File: src/rtl/rrts_pkg.sv
// Package for the round-robin task scheduler: table geometry, action codes,
// slot mode codes and the command and status structs between controller and datapath.
// No dependencies.
package rrts_pkg;

    localparam int SLOTS  = 8;
    localparam int SLOT_W = (SLOTS > 1) ? $clog2(SLOTS) : 1;

    localparam int TASK_W = 8;
    localparam int DATA_W = 32;
    localparam int ACT_W  = 3;
    localparam int MODE_W = 2;

    localparam int S_TDATA_W = 112;
    localparam int M_TDATA_W = 16;

    localparam logic [ACT_W-1:0] ACT_SCHED  = 3'd0;
    localparam logic [ACT_W-1:0] ACT_ADD    = 3'd1;
    localparam logic [ACT_W-1:0] ACT_EXIT   = 3'd2;
    localparam logic [ACT_W-1:0] ACT_WAIT   = 3'd3;
    localparam logic [ACT_W-1:0] ACT_NOTIFY = 3'd4;
    localparam logic [ACT_W-1:0] ACT_SLEEP  = 3'd5;

    localparam logic [MODE_W-1:0] MODE_READY = 2'd0;
    localparam logic [MODE_W-1:0] MODE_SLEEP = 2'd1;
    localparam logic [MODE_W-1:0] MODE_WAIT  = 2'd2;

    typedef struct packed {
        logic start;     // latch a new input word and rewind the scan
        logic step;      // visit one slot
        logic load_out;  // copy the result into the output register
    } dp_cmd_t;

    typedef struct packed {
        logic skip;      // the latched action touches no slot
        logic stop;      // this slot ends the scan early
        logic last;      // this is the final slot of the scan
    } dp_stat_t;

endpackage

File: src/rtl/rrts_dp.sv
// Datapath of the round-robin task scheduler: slot table, scan counter,
// rotating pointer, current task and output register. Depends on rrts_pkg.
module rrts_dp (
    input  logic                                aclk,
    input  logic                                aresetn,
    input  rrts_pkg::dp_cmd_t                   cmd,
    output rrts_pkg::dp_stat_t                  stat,
    input  logic [rrts_pkg::S_TDATA_W-1:0]      s_tdata,
    output logic [rrts_pkg::M_TDATA_W-1:0]      m_tdata
);

    logic                          slot_valid_reg [rrts_pkg::SLOTS];
    logic [rrts_pkg::TASK_W-1:0]   slot_task_reg  [rrts_pkg::SLOTS];
    logic [rrts_pkg::MODE_W-1:0]   slot_mode_reg  [rrts_pkg::SLOTS];
    logic [rrts_pkg::DATA_W-1:0]   slot_data_reg  [rrts_pkg::SLOTS];

    logic [rrts_pkg::SLOT_W-1:0]   ptr_reg;
    logic [rrts_pkg::SLOT_W-1:0]   cnt_reg;
    logic [rrts_pkg::TASK_W-1:0]   cur_task_reg;
    logic                          cur_idle_reg;
    logic                          status_reg;

    logic [rrts_pkg::ACT_W-1:0]    act_reg;
    logic [rrts_pkg::TASK_W-1:0]   id_reg;
    logic [rrts_pkg::DATA_W-1:0]   key_reg;
    logic [rrts_pkg::DATA_W-1:0]   wake_reg;
    logic [rrts_pkg::DATA_W-1:0]   now_reg;

    logic [rrts_pkg::TASK_W-1:0]   out_task_reg;
    logic                          out_idle_reg;
    logic                          out_status_reg;

    logic [rrts_pkg::SLOT_W-1:0]   ptr_inc;
    logic [rrts_pkg::SLOT_W-1:0]   idx;
    logic                          v;
    logic [rrts_pkg::TASK_W-1:0]   t;
    logic [rrts_pkg::MODE_W-1:0]   m;
    logic [rrts_pkg::DATA_W-1:0]   d;
    logic                          is_sleep;
    logic                          is_wait;
    logic                          grant;

    // Schedule walks from the slot after the pointer; everything else walks from slot zero.
    assign ptr_inc = (ptr_reg == rrts_pkg::SLOT_W'(rrts_pkg::SLOTS - 1)) ? '0
                   : ptr_reg + 1'b1;
    assign idx     = (act_reg == rrts_pkg::ACT_SCHED) ? ptr_inc : cnt_reg;

    assign v        = slot_valid_reg[idx];
    assign t        = slot_task_reg[idx];
    assign m        = slot_mode_reg[idx];
    assign d        = slot_data_reg[idx];
    assign is_sleep = (m == rrts_pkg::MODE_SLEEP);
    assign is_wait  = (m == rrts_pkg::MODE_WAIT);
    // The unused mode code counts as ready.
    assign grant    = v && ((!is_sleep && !is_wait) || (is_sleep && (d < now_reg)));

    always_comb begin
        stat.last = (cnt_reg == rrts_pkg::SLOT_W'(rrts_pkg::SLOTS - 1));
        stat.stop = ((act_reg == rrts_pkg::ACT_SCHED) && grant)
                 || ((act_reg == rrts_pkg::ACT_ADD) && !v);
        unique case (act_reg)
            rrts_pkg::ACT_SCHED,
            rrts_pkg::ACT_ADD,
            rrts_pkg::ACT_EXIT,
            rrts_pkg::ACT_NOTIFY,
            rrts_pkg::ACT_SLEEP: stat.skip = 1'b0;
            rrts_pkg::ACT_WAIT:  stat.skip = cur_idle_reg;
            default:             stat.skip = 1'b1;
        endcase
    end

    always_ff @(posedge aclk) begin
        if (cmd.start) begin
            act_reg  <= s_tdata[2:0];
            id_reg   <= s_tdata[10:3];
            key_reg  <= s_tdata[42:11];
            wake_reg <= s_tdata[74:43];
            now_reg  <= s_tdata[106:75];
        end
        if (cmd.load_out) begin
            out_task_reg   <= cur_task_reg;
            out_idle_reg   <= cur_idle_reg;
            out_status_reg <= status_reg;
        end
        if (cmd.step) begin
            unique case (act_reg)
                rrts_pkg::ACT_SCHED: begin
                    if (grant && is_sleep) begin
                        slot_mode_reg[idx] <= rrts_pkg::MODE_READY;
                    end
                end
                rrts_pkg::ACT_ADD: begin
                    if (!v) begin
                        slot_task_reg[idx] <= id_reg;
                        slot_mode_reg[idx] <= rrts_pkg::MODE_READY;
                        slot_data_reg[idx] <= '0;
                    end
                end
                rrts_pkg::ACT_WAIT: begin
                    if (v && (t == cur_task_reg)) begin
                        slot_mode_reg[idx] <= rrts_pkg::MODE_WAIT;
                        slot_data_reg[idx] <= key_reg;
                    end
                end
                rrts_pkg::ACT_NOTIFY: begin
                    if (v && is_wait && (d == key_reg)) begin
                        slot_mode_reg[idx] <= rrts_pkg::MODE_READY;
                        slot_data_reg[idx] <= '0;
                    end
                end
                rrts_pkg::ACT_SLEEP: begin
                    if (v && (t == id_reg)) begin
                        slot_mode_reg[idx] <= rrts_pkg::MODE_SLEEP;
                        slot_data_reg[idx] <= wake_reg;
                    end
                end
                default: begin
                end
            endcase
        end
    end

    always_ff @(posedge aclk) begin
        if (!aresetn) begin
            for (int k = 0; k < rrts_pkg::SLOTS; k++) begin
                slot_valid_reg[k] <= 1'b0;
            end
            ptr_reg      <= '0;
            cnt_reg      <= '0;
            cur_task_reg <= '0;
            cur_idle_reg <= 1'b1;
            status_reg   <= 1'b0;
        end else if (cmd.start) begin
            cnt_reg    <= '0;
            status_reg <= 1'b0;
        end else if (cmd.step) begin
            cnt_reg <= cnt_reg + 1'b1;
            unique case (act_reg)
                rrts_pkg::ACT_SCHED: begin
                    ptr_reg <= idx;
                    if (grant) begin
                        cur_task_reg <= t;
                        cur_idle_reg <= 1'b0;
                    end else if (stat.last) begin
                        cur_task_reg <= '0;
                        cur_idle_reg <= 1'b1;
                    end
                end
                rrts_pkg::ACT_ADD: begin
                    if (!v) begin
                        slot_valid_reg[idx] <= 1'b1;
                    end else if (stat.last) begin
                        status_reg <= 1'b1;
                    end
                end
                rrts_pkg::ACT_EXIT: begin
                    if (v && (t == id_reg)) begin
                        slot_valid_reg[idx] <= 1'b0;
                    end
                end
                default: begin
                end
            endcase
        end
    end

    assign m_tdata = {6'b0, out_status_reg, out_idle_reg, out_task_reg};

endmodule

File: src/rtl/rrts_ctrl.sv
// Controller of the round-robin task scheduler: accept, scan and deliver states
// plus the output valid flag. Depends on rrts_pkg.
module rrts_ctrl (
    input  logic               aclk,
    input  logic               aresetn,
    input  logic               s_tvalid,
    output logic               s_tready,
    output logic               m_tvalid,
    input  logic               m_tready,
    input  rrts_pkg::dp_stat_t stat,
    output rrts_pkg::dp_cmd_t  cmd
);

    typedef enum logic [2:0] {
        ST_IDLE = 3'b001,
        ST_SCAN = 3'b010,
        ST_DONE = 3'b100
    } state_t;

    state_t state_reg, state_next;
    logic   m_tvalid_reg, m_tvalid_next;

    assign s_tready = (state_reg == ST_IDLE);
    assign m_tvalid = m_tvalid_reg;

    always_comb begin
        cmd.start    = s_tvalid && (state_reg == ST_IDLE);
        cmd.step     = (state_reg == ST_SCAN) && !stat.skip;
        cmd.load_out = (state_reg == ST_DONE) && (!m_tvalid_reg || m_tready);
    end

    always_comb begin
        state_next = state_reg;
        unique case (state_reg)
            ST_IDLE: begin
                if (s_tvalid) begin
                    state_next = ST_SCAN;
                end
            end
            ST_SCAN: begin
                if (stat.skip || stat.stop || stat.last) begin
                    state_next = ST_DONE;
                end
            end
            ST_DONE: begin
                if (cmd.load_out) begin
                    state_next = ST_IDLE;
                end
            end
            default: state_next = ST_IDLE;
        endcase
    end

    always_comb begin
        if (cmd.load_out) begin
            m_tvalid_next = 1'b1;
        end else if (m_tready) begin
            m_tvalid_next = 1'b0;
        end else begin
            m_tvalid_next = m_tvalid_reg;
        end
    end

    always_ff @(posedge aclk) begin
        if (!aresetn) begin
            state_reg    <= ST_IDLE;
            m_tvalid_reg <= 1'b0;
        end else begin
            state_reg    <= state_next;
            m_tvalid_reg <= m_tvalid_next;
        end
    end

endmodule

File: src/rtl/round_robin_task_scheduler.sv
// Top level of the round-robin task scheduler: joins the controller and the datapath.
// Depends on rrts_pkg, rrts_ctrl and rrts_dp.
//
// Usage: each word on the slave stream carries one action (schedule, add, exit,
// wait, notify, sleep) against an eight-slot task table, and produces exactly
// one word on the master stream with the current task, the idle flag and the
// add-full status. Unused action codes leave the table alone and still answer.
// A word is taken in the idle state, then the controller walks the table one slot a
// cycle through the single slot port of the datapath: add stops at the first
// free slot, schedule stops at the first runnable slot after the rotating
// pointer, exit, notify and sleep always visit all slots, and so does wait
// unless the idle task is current, in which case it visits none. The deliver
// state then moves the result into the output register.
// s_tready is high only between items, so one item is at work at a time; the
// output register lets the next word be accepted while a result still waits.
// If the receiver stalls with a result pending, the next item runs its scan
// and then holds in the deliver state until the output register drains.
// Synchronous active-low reset empties the table, clears the pointer, makes the
// idle task current and drops m_tvalid.
module round_robin_task_scheduler (
    input  logic                              aclk,
    input  logic                              aresetn,
    input  logic                              s_tvalid,
    output logic                              s_tready,
    // s_tdata, lowest bit up: action[2:0], task_id[10:3], event_key[42:11],
    // wake_tick[74:43], now_tick[106:75], zero[111:107]
    input  logic [rrts_pkg::S_TDATA_W-1:0]    s_tdata,
    output logic                              m_tvalid,
    input  logic                              m_tready,
    // m_tdata, lowest bit up: granted_task[7:0], granted_idle[8], status[9],
    // zero[15:10]
    output logic [rrts_pkg::M_TDATA_W-1:0]    m_tdata
);

    rrts_pkg::dp_cmd_t  cmd;
    rrts_pkg::dp_stat_t stat;

    rrts_ctrl u_ctrl (
        .aclk     (aclk),
        .aresetn  (aresetn),
        .s_tvalid (s_tvalid),
        .s_tready (s_tready),
        .m_tvalid (m_tvalid),
        .m_tready (m_tready),
        .stat     (stat),
        .cmd      (cmd)
    );

    rrts_dp u_dp (
        .aclk    (aclk),
        .aresetn (aresetn),
        .cmd     (cmd),
        .stat    (stat),
        .s_tdata (s_tdata),
        .m_tdata (m_tdata)
    );

endmodule

File: config.mk
export PLATFORM = sky130hd
export DESIGN_NAME = round_robin_task_scheduler
export DESIGN_NICKNAME = d
export VERILOG_FILES = /design/src/rtl/rrts_pkg.sv /design/src/rtl/rrts_dp.sv /design/src/rtl/rrts_ctrl.sv /design/src/rtl/round_robin_task_scheduler.sv
export SDC_FILE = /design/constraint.sdc
export NUM_CORES = 1
export LEC_CHECK = 0
export ABC_AREA = 1
export BUFFER_PORTS_ARGS = -buffer_cell sky130_fd_sc_hd__buf_4
export CAP_MARGIN = 20
export CORE_MARGIN = 1
export CORE_UTILIZATION = 55
export CTS_CLUSTER_SIZE = 12
export DETAILED_ROUTE_END_ITERATION = 12
export PLACE_DENSITY = 0.74
export SLEW_MARGIN = 20
export SYNTH_ARGS = -nofsm -noshare
export SYNTH_HDL_FRONTEND = slang
export SYNTH_SLANG_ARGS = --single-unit
File: constraint.sdc
create_clock -name aclk -period 7.5 [get_ports aclk]
set_clock_uncertainty 0.1 [all_clocks]
set_input_delay 0 -clock aclk [delete_from_list [all_inputs] [get_ports aclk]]
set_output_delay 0 -clock aclk [all_outputs]
set_load 0.02 [all_outputs]
==> metrics.csv <==
metric,value,unit
run status,completed,
Crit-path slowest cell,nand2_2,
Fillers,2306,
nets,1896,
actual slew at the worst max-slew pin,1.12,ns
PostCTS Resize Cnt,0,
Synth Area in XOR/XNOR,0.0104,
sw power,1.22,mW
Synth Cell Area,0.0194,mm^2
synthesized area per cell,13.0,um^2
max_cap viols,0,
static leakage,7.87,nW
Worst slew margin,0.250,
period utilization,0.762,
gpl congestion,0.864,
Fmax,0.175,GHz
Arrival @ worst endpoint,5.85,ns
Initial Utilization,0.560,
fraction of power spent switching nets,0.218,
number of flip-flops in the largest register,256,
Port Buf Inserts,122,
num rows,68,
"non-filler cells, final",2227,
global route total overflow,0,
largest net degree at the start of global routing,77,
Hold Path Class,in2reg,
H-tree depth,2,
post-synthesis register bit count,481,
post-route ant nets,0,
PD cells,239,mW/mm^2
Synth Flop Type,edfxtp_1,
setup violators final,0,
cell-internal power,4.36,mW
area grow syn2layout,20.3,%
total number of vias,12824,
Die Span X,190,um
CTS tree,yes,
Final TNS setup,0,ns
RSZ-0062 raised after global routing,false,
"slowest stage delay, CP",0.56,ns
ratio of cells with drive above 1 in the final layout,0.143,
r2r setup slk,1.78,ns
dpl hpwl,27700,um
Crit Path Class,reg2reg,
Simple-Gate Fraction of Synth Area,0.105,
Reg power frac,0.541,
CTS root buffer,clkbuf_16,
max-slew violations,0,
Skew-Pair Late Insertion Delay,0.59,ns
Via density,5.76,
"Data required, critical path",7.64,ns
Clk pwr share,0.399,
final WL,47300,um
fraction of registers with async set/reset,0,
DR pass1 iterations,6,
CTS Buffer Depth,3,
Post-Synth Adder-Cell Area,0.0226,
first-pass GRT wire length,72400,um
yosys warns,0,
antenna violations before repair,0,
"Distinct cells, synth",43,
largest family of logic cells by synthesized area,simple AND/OR/NAND/NOR gates,
multiplexer share of the synthesized area,0,
core area,0.0346,mm^2
register area share after synthesis,0.730,
most frequent cell after synthesis,edfxtp_1,
vias in the first global route,12903,
die height,190,um
Gate power share,0.060,
# DRC,0,
routed len/inst,21.2,um
Inserted Diodes,0,
leading area contributor after synthesis,edfxtp_1,
Clock transition at path regs,0.06,ns
clock sink count,481,
final hold vios,0,
die area,0.0360,mm^2
"EDFF count, synth",453,
Final min period,5.72,ns
startpoint types,flip-flop,
Setup crit end kind,flip-flop,
compound-cell area share of the yosys netlist,0.0816,
Cells after Synth,1487,
Synth area leaders,"edfxtp_1, o22ai_1, nand2_1, nor2_1, dfxtp_1",
CTS buffer count,49,
most instantiated cells after synthesis,"edfxtp_1, nand2_1, nor2_1",
# IOs,134,
critical path peak fanout,34,
VDD IR max,193,uV
post-synth top area share,0.701,
DRT iter0 DRCs,1469,
placed instance count,2039,
GRT Overall Usage,0.270,
through the flow:
stage | power (mW) | setup WS (ns) | cell area [um^2] | util | hold WS [ns]
final | 5.58 | 1.78 | 23300 | 0.674 | 0.0177
after global routing | 5.73 | 1.35 | 23300 | 0.674 | 0.0209
after CTS | 5.58 | 1.86 | 23300 | 0.674 | 0.00652
after detailed placement | 3.35 | 1.88 | 20800 | 0.601 | 0.0793
after global placement | 3.34 | 1.98 | 20800 | 0.601 | 0.0780
after floorplan | 3.24 | 3.02 | 19400 | - | -0.00113
layout make-up:
| cell class | count | area, um^2 | area share |
|---|---|---|---|
| Clock inverter | 11 | 111 | 0.00477 |
| Sequential cell | 481 | 14200 | 0.607 |
| Inverter | 149 | 562 | 0.0241 |
| Timing Repair Buffer | 260 | 2250 | 0.0965 |
| Multi-Input combinational cell | 804 | 4350 | 0.186 |
| Tap cell | 455 | 569 | 0.0244 |
| Clock buffer | 67 | 1340 | 0.0572 |
placed cells by master (no fill, tap or decap), types with 3 or more instances in the layout:
cell type,instances
clkinv_1,6
nand2_2,8
nand3_1,50
a31oi_1,3
o22a_1,11
nor2_1,168
clkbuf_1,14
a211oi_1,4
or2_2,9
xnor2_1,14
nor2_4,10
nand4_1,12
nor4_1,3
o22ai_1,123
o21ai_0,69
xor2_1,9
conb_1,6
clkbuf_16,50
ha_1,35
inv_1,142
buf_4,148
a22o_1,6
dfxtp_1,28
nor3_1,21
nand2_1,179
nand2_4,4
dlygate4sd3_1,110
a21oi_1,39
edfxtp_1,453
nor2_2,3
nand3_2,4
inv_2,4
critical path: cells and delay by family, from the launching register on:
family	cells	cell delay [ns]
AND/OR/NAND/NOR	14	2.65
adder cells (fa/ha/maj)	3	0.69
AO/OA/AOI/OAI	4	0.91
buffers and inverters	4	0.68
flip-flops	1	0.33
power by group through the flow:
stage	combinational, mW	clock, mW	sequential (mW)
finish	0.335	2.23	3.02
global route	0.365	2.35	3.02
CTS	0.328	2.24	3.02
detailed placement	0.282	0	3.07
global placement	0.275	0	3.07
floorplan	0.177	0	3.06
logic make-up (layout without fill, tap and decap cells):
family	Yosys count	in the layout
DFF	481	481
and+or+nand+nor	476	476
AOI/OAI and AO/OA	264	264
buffers and inverters	207	487
adders and majority gates	35	35
xor gates and xnor gates	23	23
other	1	6
routing by layer:
layer  vias up  share of wire  GRT usage
li1       5841              -          -
met1      6209           0.39      0.350
met2       655           0.49      0.452
met3       119          0.087     0.0445
met4         0          0.036      0.114
met5         -              0          0
timing repair:
| action | in CTS | in global routing |
|---|---|---|
| hold buffers | 110 | 0 |
| hold endpoints to repair | 127 | 0 |
| setup buffers | 0 | 0 |
worst paths after layout:
| check | start | endpoint | cells past startpoint |
|---|---|---|---|
| max | u_dp.ptr_reg[0] | u_dp.slot_mode_reg[3][0] | 25 |
| min | s_tdata[74] | u_dp.wake_reg[31] | 2 |
| max reg2reg | u_dp.ptr_reg[0] | u_dp.slot_mode_reg[3][0] | 25 |
| min reg2reg | u_dp.status_reg | u_dp.out_status_reg | 0 |
No activity file was read; power rests on OpenSTA's default activity.
